File: src/rtl/core/pvt_pkg.sv
package pvt_pkg;

    // sequencer states
    typedef enum logic [2:0] {
        ST_IDLE,
        ST_NEXT,
        ST_SEARCH,
        ST_COMPACT,
        ST_MODW,
        ST_VREAD,
        ST_APPEND,
        ST_EMIT
    } t_state;

    // position within the operation
    typedef enum logic [4:0] {
        PH_START,
        PH_A_SRCHP,
        PH_A_CMPP,
        PH_A_SRCHA,
        PH_A_MOD,
        PH_A_VRD,
        PH_A_CMPA,
        PH_I_SRCHA,
        PH_I_SRCHP,
        PH_I_MOD,
        PH_I_VRD,
        PH_I_CMPP,
        PH_I_APP,
        PH_A_APP,
        PH_D_SRCH,
        PH_D_CMP,
        PH_F_SRCH
    } t_phase;

    // opcodes
    localparam logic [3:0] OP_ADD_ACT  = 4'd0;
    localparam logic [3:0] OP_ADD_PAS  = 4'd1;
    localparam logic [3:0] OP_DROP_AP  = 4'd2;
    localparam logic [3:0] OP_DROP_AS  = 4'd3;
    localparam logic [3:0] OP_DROP_PS  = 4'd4;
    localparam logic [3:0] OP_FIND_AP  = 4'd5;
    localparam logic [3:0] OP_FIND_AS  = 4'd6;
    localparam logic [3:0] OP_FIND_PP  = 4'd7;
    localparam logic [3:0] OP_FIND_PS  = 4'd8;

    // result kinds
    localparam logic [1:0] KIND_STATUS = 2'd0;
    localparam logic [1:0] KIND_NOTICE = 2'd1;
    localparam logic [1:0] KIND_CLOSE  = 2'd2;

    // register indexes
    localparam logic [1:0] CFG_ACT_CAP = 2'd0;
    localparam logic [1:0] CFG_PAS_CAP = 2'd1;
    localparam logic [1:0] CFG_SEED    = 2'd2;

    localparam logic [15:0] LFSR_TAPS  = 16'hB400;

    typedef struct packed {
        logic [1:0]  kind;
        logic [15:0] peer;
        logic [15:0] sock;
    } t_event;

    typedef struct packed {
        logic        start;
        logic [15:0] dividend;
    } t_mod_req;

    // one galois step, never zero
    function automatic logic [15:0] lfsr_next(input logic [15:0] v);
        logic [15:0] s;
        s = v[0] ? ((v >> 1) ^ LFSR_TAPS) : (v >> 1);
        return (s == 16'd0) ? 16'd1 : s;
    endfunction

endpackage

File: src/rtl/core/pvt_mod.sv
module pvt_mod #(
    parameter int DW = 6
) (
    input  logic              i_clk,
    input  logic              i_rst_n,
    input  pvt_pkg::t_mod_req i_req,
    input  logic [DW-1:0]     i_divisor,
    output logic              o_done,
    output logic [DW-1:0]     o_rem
);
    import pvt_pkg::*;

    logic          r_busy;
    logic          r_done;
    logic [3:0]    r_cnt;
    logic [15:0]   r_dvd;
    logic [DW-1:0] r_rem;
    logic [DW-1:0] r_div;
    logic [DW:0]   w_trial;

    // one quotient bit per cycle, restoring
    assign w_trial = {r_rem, r_dvd[15]};

    always_ff @(posedge i_clk) begin
        if (!i_rst_n) begin
            r_busy <= 1'b0;
            r_done <= 1'b0;
        end else begin
            r_done <= 1'b0;
            if (i_req.start) begin
                r_busy <= 1'b1;
                r_cnt  <= 4'd15;
                r_dvd  <= i_req.dividend;
                r_rem  <= '0;
                r_div  <= i_divisor;
            end else if (r_busy) begin
                if (w_trial >= {1'b0, r_div}) begin
                    r_rem <= DW'(w_trial - {1'b0, r_div});
                end else begin
                    r_rem <= w_trial[DW-1:0];
                end
                r_dvd <= {r_dvd[14:0], 1'b0};
                r_cnt <= r_cnt - 4'd1;
                if (r_cnt == 4'd0) begin
                    r_busy <= 1'b0;
                    r_done <= 1'b1;
                end
            end
        end
    end

    assign o_done = r_done;
    assign o_rem  = r_rem;

endmodule

File: src/rtl/core/peer_view_table.sv
// peer_view_table: active and passive peer tables kept in two on-chip memories.
// Request channel: i_in_valid with o_in_stall; a request carries an opcode,
// peer id, socket handle and socket-valid mark. Result channel: o_out_valid
// with i_out_stall; each request yields up to two events (disconnect notice,
// socket close) followed by one status item with o_last set.
// Configuration: i_cfg_valid/o_cfg_ready (always ready) writes the active and
// passive capacities and the eviction seed; write only while idle.
// Sequencing: one request at a time; each table search or compaction walks the
// memory one entry per cycle, after a sequencing state; each random eviction
// adds a bit-serial modulo and a read of the victim, and each result is
// loaded into the output register in turn.
// Reset (synchronous, active low) empties both tables, loads capacities 5
// and 30 and seeds the LFSR with 1; no memory sweep is needed.
// A stalled result holds; o_in_stall stays high until the last result of the
// request has been loaded into the output register.
module peer_view_table #(
    parameter int ACTIVE_DEPTH  = 8,
    parameter int PASSIVE_DEPTH = 32,
    parameter int ID_BITS       = 16
) (
    input  logic        i_clk,
    input  logic        i_rst_n,
    input  logic        i_in_valid,
    output logic        o_in_stall,
    input  logic [3:0]  i_opcode,
    input  logic [15:0] i_peer_id,
    input  logic [15:0] i_socket_handle,
    input  logic        i_has_socket,
    output logic        o_out_valid,
    input  logic        i_out_stall,
    output logic [1:0]  o_kind,
    output logic [15:0] o_target_peer,
    output logic [15:0] o_target_socket,
    output logic        o_found,
    output logic [4:0]  o_position,
    output logic [3:0]  o_active_count,
    output logic [5:0]  o_passive_count,
    output logic        o_last,
    input  logic        i_cfg_valid,
    output logic        o_cfg_ready,
    input  logic [1:0]  i_cfg_index,
    input  logic [15:0] i_cfg_data
);
    import pvt_pkg::*;

    localparam int AAW = (ACTIVE_DEPTH > 1) ? $clog2(ACTIVE_DEPTH) : 1;
    localparam int PAW = (PASSIVE_DEPTH > 1) ? $clog2(PASSIVE_DEPTH) : 1;
    localparam int ACW = $clog2(ACTIVE_DEPTH + 1);
    localparam int PCW = $clog2(PASSIVE_DEPTH + 1);
    localparam int IW  = (PCW > ACW) ? PCW : ACW;
    localparam int EW  = ID_BITS + 17;

    // entry layout: valid, socket, peer
    function automatic logic [15:0] ent_peer16(input logic [EW-1:0] e);
        logic [ID_BITS+15:0] x;
        x = {16'd0, e[ID_BITS-1:0]};
        return x[15:0];
    endfunction

    function automatic logic [15:0] ent_sock(input logic [EW-1:0] e);
        return e[EW-1] ? e[ID_BITS+15:ID_BITS] : 16'd0;
    endfunction

    function automatic t_event mk_event(input logic [1:0] k, input logic [EW-1:0] e);
        t_event ev;
        ev.kind = k;
        ev.peer = ent_peer16(e);
        ev.sock = ent_sock(e);
        return ev;
    endfunction

    t_state r_state, n_state;
    t_phase r_phase, n_phase;

    logic [3:0]          r_cap_a;
    logic [5:0]          r_cap_p;
    logic [15:0]         r_lfsr;
    logic [ACW-1:0]      r_au;
    logic [PCW-1:0]      r_pu;
    logic [3:0]          r_op;
    logic [EW-1:0]       r_key;
    logic [EW-1:0]       r_ins;
    logic [EW-1:0]       r_hent;
    logic [IW-1:0]       r_hidx;
    logic                r_hit;
    logic                r_found;
    logic [IW-1:0]       r_pos;
    logic                r_shown;
    logic                r_tsel;
    logic [ID_BITS-1:0]  r_spe;
    logic [15:0]         r_sso;
    logic                r_sbs;
    logic [IW-1:0]       r_i;
    logic [IW-1:0]       r_pidx;
    logic                r_pend;
    logic                r_sub;
    t_event              r_ev [2];
    logic [1:0]          r_nev;
    logic [1:0]          r_e;

    logic                r_ov;
    logic [1:0]          r_kind;
    logic [15:0]         r_tpeer;
    logic [15:0]         r_tsock;
    logic                r_ofound;
    logic [4:0]          r_opos;
    logic [3:0]          r_oac;
    logic [5:0]          r_opc;
    logic                r_olast;

    logic [EW-1:0]       mem_a [ACTIVE_DEPTH];
    logic [EW-1:0]       mem_p [PASSIVE_DEPTH];
    logic [EW-1:0]       r_rd_a;
    logic [EW-1:0]       r_rd_p;

    logic                in_acc;
    logic [EW-1:0]       in_ent;
    logic [EW-1:0]       rdata;
    logic [IW-1:0]       s_n;
    logic                s_match, s_hit_now, s_more, srch_done;
    logic                c_more, cmp_done;
    logic                full_a, full_p, app_ok;
    logic                l_tsel, l_sbs;
    logic [ID_BITS-1:0]  l_spe;
    logic [15:0]         l_sso;
    logic [IW-1:0]       rd_idx, wr_idx;
    logic                wr_en;
    logic [EW-1:0]       wr_data;
    logic                slot_free, emit_status;
    t_mod_req            mod_req;
    logic                mod_done;
    logic [IW-1:0]       mod_rem;
    logic [ID_BITS+15:0] peer_ext;
    logic [IW+4:0]       pos_ext;

    assign in_acc   = i_in_valid && !o_in_stall;
    assign peer_ext = {{ID_BITS{1'b0}}, i_peer_id};
    assign in_ent   = {i_has_socket, i_socket_handle, peer_ext[ID_BITS-1:0]};

    // current table view
    assign rdata     = r_tsel ? r_rd_p : r_rd_a;
    assign s_n       = r_tsel ? IW'(r_pu) : IW'(r_au);
    assign s_match   = r_sbs ? (rdata[EW-1] && (rdata[ID_BITS+15:ID_BITS] == r_sso))
                             : (rdata[ID_BITS-1:0] == r_spe);
    assign s_hit_now = r_pend && s_match;
    assign s_more    = r_i < s_n;
    assign srch_done = s_hit_now || !s_more;
    assign c_more    = ({1'b0, r_i} + {{IW{1'b0}}, 1'b1}) < {1'b0, s_n};
    assign cmp_done  = !c_more && !r_pend;

    // fullness against saturated capacity
    assign full_a = ((r_cap_a == 4'd0) ? (r_au != '0) : (8'(r_au) >= 8'(r_cap_a)))
                    || (r_au == ACW'(ACTIVE_DEPTH));
    assign full_p = ((r_cap_p == 6'd0) ? (r_pu != '0) : (8'(r_pu) >= 8'(r_cap_p)))
                    || (r_pu == PCW'(PASSIVE_DEPTH));
    assign app_ok = r_tsel ? (r_pu < PCW'(PASSIVE_DEPTH)) : (r_au < ACW'(ACTIVE_DEPTH));

    assign slot_free   = !r_ov || !i_out_stall;
    assign emit_status = (r_e >= r_nev);

    // next state
    always_comb begin
        n_state = r_state;
        n_phase = r_phase;
        l_tsel  = r_tsel;
        l_spe   = r_spe;
        l_sso   = r_sso;
        l_sbs   = r_sbs;
        unique case (r_state)
            ST_IDLE: begin
                if (in_acc) begin
                    n_state = ST_NEXT;
                    n_phase = PH_START;
                end
            end
            ST_NEXT: begin
                unique case (r_phase)
                    PH_START: begin
                        n_state = ST_SEARCH;
                        l_spe   = r_key[ID_BITS-1:0];
                        l_sso   = r_key[ID_BITS+15:ID_BITS];
                        unique case (r_op)
                            OP_ADD_ACT: begin
                                l_tsel = 1'b1; l_sbs = 1'b0; n_phase = PH_A_SRCHP;
                            end
                            OP_ADD_PAS: begin
                                l_tsel = 1'b0; l_sbs = 1'b0; n_phase = PH_I_SRCHA;
                            end
                            OP_DROP_AP: begin
                                l_tsel = 1'b0; l_sbs = 1'b0; n_phase = PH_D_SRCH;
                            end
                            OP_DROP_AS: begin
                                l_tsel = 1'b0; l_sbs = 1'b1; n_phase = PH_D_SRCH;
                            end
                            OP_DROP_PS: begin
                                l_tsel = 1'b1; l_sbs = 1'b1; n_phase = PH_D_SRCH;
                            end
                            OP_FIND_AP: begin
                                l_tsel = 1'b0; l_sbs = 1'b0; n_phase = PH_F_SRCH;
                            end
                            OP_FIND_AS: begin
                                l_tsel = 1'b0; l_sbs = 1'b1; n_phase = PH_F_SRCH;
                            end
                            OP_FIND_PP: begin
                                l_tsel = 1'b1; l_sbs = 1'b0; n_phase = PH_F_SRCH;
                            end
                            OP_FIND_PS: begin
                                l_tsel = 1'b1; l_sbs = 1'b1; n_phase = PH_F_SRCH;
                            end
                            default: begin
                                n_state = ST_EMIT;
                            end
                        endcase
                    end
                    PH_A_SRCHP: begin
                        if (r_hit) begin
                            n_state = ST_COMPACT; l_tsel = 1'b1; n_phase = PH_A_CMPP;
                        end else begin
                            n_state = ST_SEARCH; l_tsel = 1'b0; n_phase = PH_A_SRCHA;
                        end
                    end
                    PH_A_CMPP: begin
                        n_state = ST_SEARCH; l_tsel = 1'b0; n_phase = PH_A_SRCHA;
                    end
                    PH_A_SRCHA: begin
                        if (r_hit) begin
                            n_state = ST_EMIT;
                        end else if (full_a) begin
                            n_state = ST_MODW; l_tsel = 1'b0; n_phase = PH_A_MOD;
                        end else begin
                            n_state = ST_APPEND; l_tsel = 1'b0; n_phase = PH_A_APP;
                        end
                    end
                    PH_A_MOD: begin
                        n_state = ST_VREAD; l_tsel = 1'b0; n_phase = PH_A_VRD;
                    end
                    PH_A_VRD: begin
                        n_state = ST_COMPACT; l_tsel = 1'b0; n_phase = PH_A_CMPA;
                    end
                    PH_A_CMPA: begin
                        n_state = ST_SEARCH; l_tsel = 1'b0; l_sbs = 1'b0;
                        l_spe   = r_ins[ID_BITS-1:0]; n_phase = PH_I_SRCHA;
                    end
                    PH_I_SRCHA: begin
                        if (r_hit) begin
                            if (r_op == OP_ADD_ACT) begin
                                n_state = ST_APPEND; l_tsel = 1'b0; n_phase = PH_A_APP;
                            end else begin
                                n_state = ST_EMIT;
                            end
                        end else begin
                            n_state = ST_SEARCH; l_tsel = 1'b1; n_phase = PH_I_SRCHP;
                        end
                    end
                    PH_I_SRCHP: begin
                        if (r_hit) begin
                            if (r_op == OP_ADD_ACT) begin
                                n_state = ST_APPEND; l_tsel = 1'b0; n_phase = PH_A_APP;
                            end else begin
                                n_state = ST_EMIT;
                            end
                        end else if (full_p) begin
                            n_state = ST_MODW; l_tsel = 1'b1; n_phase = PH_I_MOD;
                        end else begin
                            n_state = ST_APPEND; l_tsel = 1'b1; n_phase = PH_I_APP;
                        end
                    end
                    PH_I_MOD: begin
                        n_state = ST_VREAD; l_tsel = 1'b1; n_phase = PH_I_VRD;
                    end
                    PH_I_VRD: begin
                        n_state = ST_COMPACT; l_tsel = 1'b1; n_phase = PH_I_CMPP;
                    end
                    PH_I_CMPP: begin
                        n_state = ST_APPEND; l_tsel = 1'b1; n_phase = PH_I_APP;
                    end
                    PH_I_APP: begin
                        if (r_op == OP_ADD_ACT) begin
                            n_state = ST_APPEND; l_tsel = 1'b0; n_phase = PH_A_APP;
                        end else begin
                            n_state = ST_EMIT;
                        end
                    end
                    PH_A_APP: begin
                        n_state = ST_EMIT;
                    end
                    PH_D_SRCH: begin
                        if (r_hit) begin
                            n_state = ST_COMPACT; n_phase = PH_D_CMP;
                        end else begin
                            n_state = ST_EMIT;
                        end
                    end
                    PH_D_CMP: begin
                        n_state = ST_EMIT;
                    end
                    PH_F_SRCH: begin
                        n_state = ST_EMIT;
                    end
                    default: begin
                        n_state = ST_EMIT;
                    end
                endcase
            end
            ST_SEARCH: begin
                if (srch_done) n_state = ST_NEXT;
            end
            ST_COMPACT: begin
                if (cmp_done) n_state = ST_NEXT;
            end
            ST_MODW: begin
                if (mod_done) n_state = ST_NEXT;
            end
            ST_VREAD: begin
                if (r_sub) n_state = ST_NEXT;
            end
            ST_APPEND: begin
                n_state = ST_NEXT;
            end
            ST_EMIT: begin
                if (slot_free && emit_status) n_state = ST_IDLE;
            end
            default: begin
                n_state = ST_IDLE;
            end
        endcase
    end

    // memory and handshake controls
    always_comb begin
        o_in_stall = (r_state != ST_IDLE);
        rd_idx     = r_i;
        wr_en      = 1'b0;
        wr_idx     = r_pidx;
        wr_data    = rdata;
        unique case (r_state)
            ST_COMPACT: begin
                rd_idx = r_i + {{(IW-1){1'b0}}, 1'b1};
                wr_en  = r_pend;
            end
            ST_VREAD: begin
                rd_idx = r_hidx;
            end
            ST_APPEND: begin
                wr_en   = app_ok;
                wr_idx  = s_n;
                wr_data = r_tsel ? r_ins : r_key;
            end
            default: begin
                rd_idx = r_i;
            end
        endcase
    end

    assign mod_req.start    = (r_state == ST_NEXT) && (n_state == ST_MODW);
    assign mod_req.dividend = lfsr_next(r_lfsr);

    pvt_mod #(
        .DW (IW)
    ) u_mod (
        .i_clk     (i_clk),
        .i_rst_n   (i_rst_n),
        .i_req     (mod_req),
        .i_divisor (l_tsel ? IW'(r_pu) : IW'(r_au)),
        .o_done    (mod_done),
        .o_rem     (mod_rem)
    );

    // table memories, registered read
    always_ff @(posedge i_clk) begin
        if (wr_en && !r_tsel) mem_a[wr_idx[AAW-1:0]] <= wr_data;
        r_rd_a <= mem_a[rd_idx[AAW-1:0]];
    end

    always_ff @(posedge i_clk) begin
        if (wr_en && r_tsel) mem_p[wr_idx[PAW-1:0]] <= wr_data;
        r_rd_p <= mem_p[rd_idx[PAW-1:0]];
    end

    // control state
    always_ff @(posedge i_clk) begin
        if (!i_rst_n) begin
            r_state <= ST_IDLE;
            r_phase <= PH_START;
            r_cap_a <= 4'd5;
            r_cap_p <= 6'd30;
            r_lfsr  <= 16'd1;
            r_au    <= '0;
            r_pu    <= '0;
            r_ov    <= 1'b0;
        end else begin
            r_state <= n_state;
            r_phase <= n_phase;
            if (i_cfg_valid) begin
                unique case (i_cfg_index)
                    CFG_ACT_CAP: r_cap_a <= i_cfg_data[3:0];
                    CFG_PAS_CAP: r_cap_p <= i_cfg_data[5:0];
                    CFG_SEED:    r_lfsr  <= (i_cfg_data == 16'd0) ? 16'd1 : i_cfg_data;
                    default: ;
                endcase
            end
            if (mod_req.start) r_lfsr <= mod_req.dividend;
            if (r_state == ST_COMPACT && cmp_done) begin
                if (r_tsel) r_pu <= r_pu - PCW'(1);
                else        r_au <= r_au - ACW'(1);
            end
            if (r_state == ST_APPEND && app_ok) begin
                if (r_tsel) r_pu <= r_pu + PCW'(1);
                else        r_au <= r_au + ACW'(1);
            end
            if (!i_out_stall) r_ov <= 1'b0;
            if (r_state == ST_EMIT && slot_free) r_ov <= 1'b1;
        end
    end

    // datapath
    always_ff @(posedge i_clk) begin
        unique case (r_state)
            ST_IDLE: begin
                if (in_acc) begin
                    r_op    <= i_opcode;
                    r_key   <= in_ent;
                    r_ins   <= in_ent;
                    r_found <= 1'b0;
                    r_pos   <= '0;
                    r_shown <= 1'b0;
                    r_nev   <= 2'd0;
                end
            end
            ST_NEXT: begin
                r_tsel <= l_tsel;
                r_spe  <= l_spe;
                r_sso  <= l_sso;
                r_sbs  <= l_sbs;
                r_i    <= (n_state == ST_COMPACT) ? r_hidx : '0;
                r_pend <= 1'b0;
                r_sub  <= 1'b0;
                r_e    <= 2'd0;
                if (n_state == ST_SEARCH) r_hit <= 1'b0;
                case (r_phase)
                    PH_A_SRCHA: begin
                        if (r_hit) begin
                            r_found <= 1'b1;
                            r_pos   <= r_hidx;
                        end
                    end
                    PH_I_SRCHA, PH_I_SRCHP: begin
                        if (r_hit && r_op == OP_ADD_PAS) begin
                            r_found <= 1'b1;
                            r_pos   <= r_hidx;
                        end
                    end
                    PH_A_VRD: begin
                        r_ins            <= r_hent;
                        r_ev[r_nev[0]]   <= mk_event(KIND_NOTICE, r_hent);
                        r_nev            <= r_nev + 2'd1;
                    end
                    PH_I_VRD: begin
                        if (r_hent[EW-1]) begin
                            r_ev[r_nev[0]] <= mk_event(KIND_CLOSE, r_hent);
                            r_nev          <= r_nev + 2'd1;
                        end
                    end
                    PH_D_SRCH: begin
                        if (r_hit) begin
                            r_found <= 1'b1;
                            r_pos   <= r_hidx;
                            if (r_op == OP_DROP_PS) begin
                                r_ev[r_nev[0]] <= mk_event(KIND_CLOSE, r_hent);
                                r_nev          <= r_nev + 2'd1;
                            end
                        end
                    end
                    PH_F_SRCH: begin
                        if (r_hit) begin
                            r_found <= 1'b1;
                            r_pos   <= r_hidx;
                            r_shown <= 1'b1;
                        end
                    end
                    default: ;
                endcase
            end
            ST_SEARCH: begin
                if (s_hit_now) begin
                    r_hit  <= 1'b1;
                    r_hidx <= r_pidx;
                    r_hent <= rdata;
                end else if (s_more) begin
                    r_pend <= 1'b1;
                    r_pidx <= r_i;
                    r_i    <= r_i + {{(IW-1){1'b0}}, 1'b1};
                end
            end
            ST_COMPACT: begin
                r_pend <= c_more;
                if (c_more) begin
                    r_pidx <= r_i;
                    r_i    <= r_i + {{(IW-1){1'b0}}, 1'b1};
                end
            end
            ST_MODW: begin
                if (mod_done) r_hidx <= mod_rem;
            end
            ST_VREAD: begin
                r_sub <= 1'b1;
                if (r_sub) r_hent <= rdata;
            end
            ST_EMIT: begin
                if (slot_free) begin
                    r_oac <= 4'(r_au);
                    r_opc <= 6'(r_pu);
                    if (!emit_status) begin
                        r_kind   <= r_ev[r_e[0]].kind;
                        r_tpeer  <= r_ev[r_e[0]].peer;
                        r_tsock  <= r_ev[r_e[0]].sock;
                        r_ofound <= 1'b0;
                        r_opos   <= 5'd0;
                        r_olast  <= 1'b0;
                        r_e      <= r_e + 2'd1;
                    end else begin
                        r_kind   <= KIND_STATUS;
                        r_tpeer  <= r_shown ? ent_peer16(r_hent) : 16'd0;
                        r_tsock  <= r_shown ? ent_sock(r_hent) : 16'd0;
                        r_ofound <= r_found;
                        r_opos   <= pos_ext[4:0];
                        r_olast  <= 1'b1;
                    end
                end
            end
            default: ;
        endcase
    end

    assign pos_ext = {5'd0, r_pos};

    assign o_cfg_ready     = 1'b1;
    assign o_out_valid     = r_ov;
    assign o_kind          = r_kind;
    assign o_target_peer   = r_tpeer;
    assign o_target_socket = r_tsock;
    assign o_found         = r_ofound;
    assign o_position      = r_opos;
    assign o_active_count  = r_oac;
    assign o_passive_count = r_opc;
    assign o_last          = r_olast;

endmodule

File: config.mk
export PLATFORM = sky130hd
export DESIGN_NAME = peer_view_table
export DESIGN_NICKNAME = d
export VERILOG_FILES = /design/src/rtl/core/pvt_pkg.sv /design/src/rtl/core/pvt_mod.sv /design/src/rtl/core/peer_view_table.sv
export SDC_FILE = /design/constraint.sdc
export NUM_CORES = 2
export LEC_CHECK = 0
export ABC_AREA = 1
export BUFFER_PORTS_ARGS = -buffer_cell sky130_fd_sc_hd__buf_2
export CAP_MARGIN = 20
export CORE_AREA = 10 10 367 369
export DETAILED_ROUTE_END_ITERATION = 8
export DIE_AREA = 0 0 377 379
export PLACE_DENSITY = 0.84
export SLEW_MARGIN = 0
export SYNTH_ARGS = -nofsm -noshare
export SYNTH_HDL_FRONTEND = slang
export SYNTH_SLANG_ARGS = --single-unit
File: constraint.sdc
create_clock -name i_clk -period 4.9 [get_ports i_clk]
set_input_delay 0.245 -clock i_clk [delete_from_list [all_inputs] [get_ports i_clk]]
set_output_delay 0.245 -clock i_clk [all_outputs]
set_load 0.02 [all_outputs]
# Yosys cells after proc, flatten, opt, wreduce, memory -nomap -nowiden
# Memories as Yosys holds them, arrays and structs flattened. A register that Yosys moved wholly into a read port is not among the register bits.
# Index checks and enable logic that the tools add are counted.
# totals
regBits,299
mem_bits_rw,1388
input_bits,60
word_cells,362
n_memories,3
# op_classes
addsub,10
n_lt_le_gt_ge,8
eq_ne,63
mux,147
n_bitwise,5
n_reduce_logical,84
# mem_list
name,words,width,read_ports,rd_clocked_by_memory_dff,wr,line_no,source
mem_p,32,33,1,1,1,peer_view_table.sv:112,logic [EW-1:0] mem_p [PASSIVE_DEPTH];
mem_a,8,33,1,1,1,peer_view_table.sv:111,logic [EW-1:0] mem_a [ACTIVE_DEPTH];
r_ev,2,34,1,1,1,peer_view_table.sv:97,t_event r_ev [2];
# ops
cell,count
$mux W33,7
$mux W16,13
$pmux W33 S2,2
$mux W6,16
$pmux W5 S14,1
$mux W34,2
$mux W5,10
$mux W1,44
$pmux W5 S2,4
$mux W3,11
$pmux W3 S11,1
$eq A16 B16 Y1,2
$logic_not A16 Y1,2
$pmux W16 S2,1
$eq A5 B4 Y1 const B,6
$mux W4,7
$pmux W3 S8,1
$pmux W6 S2,2
$reduce_bool A2 Y1,11
$ne A3 B3 Y1 const B,7
$reduce_and A3 Y1,7
$eq A5 B3 Y1 const B,4
$pmux W5 S4,1
$mux W2,9
63 further kinds,146

# Depth between registers and ports, before layout
# depth
word_depth,12
depth_mapped,21

# Cells and area by module
# Synthesis repeated with hierarchy kept, for this count alone.
# unflattened
cells_unflattened,5790
area_unflattened_um2,70861.7
# modules_own_cells
mod,instances,cells_each,area_per_inst_um2,seq_area_each_um2
peer_view_table,1,5593,69088.8,50528.5
pvt_mod,1,197,1773.0,1001.0

# Worst setup path after synthesis
# No wires, ideal clock.
# synth_timing
path_kind,reg-to-reg
from,register r_tsel
to,"register u_mod.r_rem[0], in the netlist u_mod.o_rem[0] (enable)"
t_arrival_ps,4138
required_time_ps,4455
path_slack_ps,317
stages_incl_launch_ff,15
path_buffers,3
path_cell_list,edfxtp_1 -> buf_6 -> buf_6 -> clkbuf_1 -> nand2_1 -> ha_1 -> nand2_1 -> or2_2 -> nand3_1 -> inv_1 -> nand3_2 -> nand2_2 -> nor2_4 -> nand3_4 -> o21ai_0
# synth_via
elab_chain_len,12
# synth_lines
item,line_no,source
"start, declared",peer_view_table.sv:89,logic r_tsel;
"start signal, assigned",peer_view_table.sv:431,r_tsel <= l_tsel;
"parallel branches: the longest is 7 deep, another holds $lt A7 B6 Y1",-,
$pmux W3 S8 *,peer_view_table.sv:169,unique case (r_state)
$eq A3 B3 Y1 *,peer_view_table.sv:355,assign mod_req.start = (r_state == ST_NEXT) && (n_state == ST_MODW);
$logic_and A1 B1 Y1 *,peer_view_table.sv:355,
$reduce_bool A2 Y1 (no source line) *,-,
$reduce_and A2 Y1 (no source line) *,-,
"end signal, assigned",pvt_mod.sv:38,"r_rem <= DW'(w_trial - {1'b0, r_div});"
"end signal, assigned",pvt_mod.sv:40,r_rem <= w_trial[DW-1:0];
"end, declared",pvt_mod.sv:17,logic [DW-1:0] r_rem;
# Mark *: on every way between the ends.
# A chain may end at the register's enable or synchronous reset.

# Worst setup path in the final report
# layout_timing
from,register r_tsel
to,register u_mod.r_dvd[2] (data pin)
# layout_via
elab_chain_len,11
# layout_lines
item,line_no,source
"parallel branches: the longest is 7 deep, another holds $lt A7 B6 Y1",-,
$pmux W3 S8 *,peer_view_table.sv:169,
$eq A3 B3 Y1 *,peer_view_table.sv:355,
$logic_and A1 B1 Y1 *,peer_view_table.sv:355,
$mux W16 *,pvt_mod.sv:30,if (i_req.start) begin
"end signal, assigned",pvt_mod.sv:33,r_dvd <= i_req.dividend;
"end signal, assigned",pvt_mod.sv:42,"r_dvd <= {r_dvd[14:0], 1'b0};"
"end, declared",pvt_mod.sv:16,logic [15:0] r_dvd;
# Marked as above.

==> reports/metrics.csv <==
metric,value,unit
die-area,0.1429,mm²
ys_seq_elements,1754,
dp.cells,7505,
drc,2,
worstSetupStartpointType,flop,
crit_type,flop to flop,
htreeDepth,4,
synth_edf_count,1640,
cts-root-buf,clkbuf_16,
fin_total_pwr,0.05433,W
yosysWarnings,0,
irDropWorstVdd,0.7979,mV
synth_top_area_share,68.53,%
power_density,670.8,mW/mm²
synth-main-ff-cell,edfxtp_1,
async_flop_share,0,%
tns,0,ns
total_leakage_power,29.07,nW
synthDistinctLibCells,57,
port_buffers,112,
grt.overflow.total,0,
syn_area_per_cell,12.09,µm²
slew_headroom,18.22,%
grt_pass1_wl,288700,µm
gr-usage-all-layers,26.35,%
endpoint_kind,flop,
first_global_vias,48370,
avgRoutedWirePerCell,24.77,µm
area_delta_synth_final,12.70,%
violations,design-rule violations,
drtIter0Drc,7770,
antenna_found_initial,4,
setup_viol,0,
tightest_slew,1.227,ns
die_h,379,µm
final_nets,6178,
cts.reportedPaths.clkPinSlew,0.06,ns
instances_no_fill,7884,
core,0.1270,mm²
post_cts_resized,0,
r2r_slack,0.58,ns
finalHoldViolCount,0,
rsz0062_at_grt,no,
finalCoreUtilization,63.75,%
synth_cells,5944,
yosys-top-cells-area,"edfxtp_1 69%, nor2_1 4.9%, nand2_1 3.7%",
cts_tree,built,
status,finished with violations,
hold_class,primary input to flop,
ant_nets,0,
fmax,0.2317,GHz
syn_area,0.07186,mm²
via_count,50020,
postCtsSetupBuffers,0,
grt_start_max_net_pins,250,
crit_required,5.45,ns
die_x,377,µm
drive_above_1_share,10.26,%
period_needed,4.316,ns
synth_largest_area_cell,edfxtp_1,
clock_path_buffers,3,
initial_core_util,56.57,%
drt_first_pass_iters,9,
cts_buffers,161,
final_common_cell,edfxtp_1,
mostFrequentLayoutCells,"1640 x edfxtp_1, 899 x nor2_1, 700 x nand2_1",
finalWorstSetupSlack,0.5835,ns
row_count,131,
viasPerCell,6.344,
io_pins,114,
routed_wl,195200,µm
insertion_delay,0.82,ns
slew_violations,0,
gp_congestion,0.8913,
place_ws,0.6911,ns
synth_seq_area_share,71.71,%
finClkSkew,0.03248,ns
crit_fanout,83,
syn-num-nets,6039,
hpwl,106000,µm
cap_violations,0,
critPathArrivalTime,4.86,ns
finalCritPeriodShare,88.09,%
clkSinkCount,1754,
==> cells in the mapped netlist, drive strengths merged (2+ instances only) <==
library cell and count:
nor4 10, a211oi 8, nand3 235, mux2i 33, o21bai 35, or2 7
o21ai 517, a31oi 66, nand2 712, o32ai 31, o21a 12, nand3b 14
clkbuf 173, inv 496, nand4 19, ha 34, o311ai 232, mux2 4
a21oi 285, edfxtp 1640, o22ai 35, nor3 18, o211ai 52, xnor2 3
dfxtp 114, nor2 955, o221ai 3, buf 179, a221oi 2, xor2 10
==> flip-flops by register name, summed over array words and instances (netlist names), 33 cells and up, named ones only <==
signal	count
r_hent	33
mem_a	264
r_ins	33
r_rd_p	33
mem_p	1056
r_key	33
r_ev	68
r_rd_a	33
==> metal layers <==
| metal | global-route usage, % | up-vias | wire length [µm] |
|---|---|---|---|
| li1 | - | 21580 | - |
| met1 | 34.28 | 23930 | 68390 |
| met2 | 41.49 | 3835 | 90760 |
| met3 | 5.898 | 672 | 25480 |
| met4 | 13.97 | 0 | 10620 |
| met5 | 0 | - | 0 |
==> per-stage QoR <==
stage               area (µm²)  hold WS [ns]
floorplan                71860        0.3439
global placement         74980        0.4237
detailed placement       75010        0.4232
CTS                      80840        0.1157
global route             80980        0.1225
finish                   80990        0.1463
==> power breakdown <==
| group | internal (W) | switching [W] | total, W | leakage, nW |
|---|---|---|---|---|
| sequential | 0.0203 | 0.000857 | 0.0212 | 15.8 |
| combinational | 0.00540 | 0.0154 | 0.0207 | 10.8 |
| clock | 0.00683 | 0.00555 | 0.0124 | 2.52 |
==> final cells by class <==
cell class,count,area (µm²)
Sequential cell,1754,51530
Fill cell,8319,46040
Inverter,497,1888
Tap cell,1662,2079
Timing Repair Buffer,328,2798
Clock inverter,62,476.7
Clock buffer,239,4662
Multi-Input combinational cell,3341,17550
Antenna cell,1,2.502
==> final timing paths <==
| kind | startpoint | to | depth (start not counted) |
|---|---|---|---|
| hold / removal | i_opcode[3] | r_op[3] | 2 |
| hold reg to reg | r_key[18] | r_sso[2] | 0 |
| setup / recovery | r_tsel | u_mod.r_dvd[2] | 14 |
| setup reg to reg | r_tsel | u_mod.r_dvd[2] | 14 |
==> what timing repair did <==
action	CTS	global route
hold buffers	69	0
setup endpoints to repair	0	0
hold endpoints to repair	103	0
==> worst max-delay path: stages, from the launching register on <==
cell,delay (ns)
edfxtp_1,0.36
buf_4,0.71
o21ai_0,0.38
ha_1,0.40
nand2_1,0.05
o21ai_1,0.14
nand4_1,0.10
nand2_1,0.11
nand2_1,0.07
a21oi_1,0.22
nand3_4,0.16
nor2_2,0.44
nand2_2,0.59
nand2_1,0.20
nand2_1,0.09
==> kinds of logic (layout without fill, tap and decap cells) <==
logic type,Yosys count,count (layout),synth area share (%)
flops,1754,1754,71.71
compound gates,1285,1285,11.00
simple gates,1970,1970,11.16
buf+inv,849,1126,4.832
fa+ha+maj,35,35,0.6199
mux,37,37,0.5224
xor+xnor,13,13,0.1584
other cells,1,2,0.005219
Note: power is estimated with default switching activity, not from simulation.
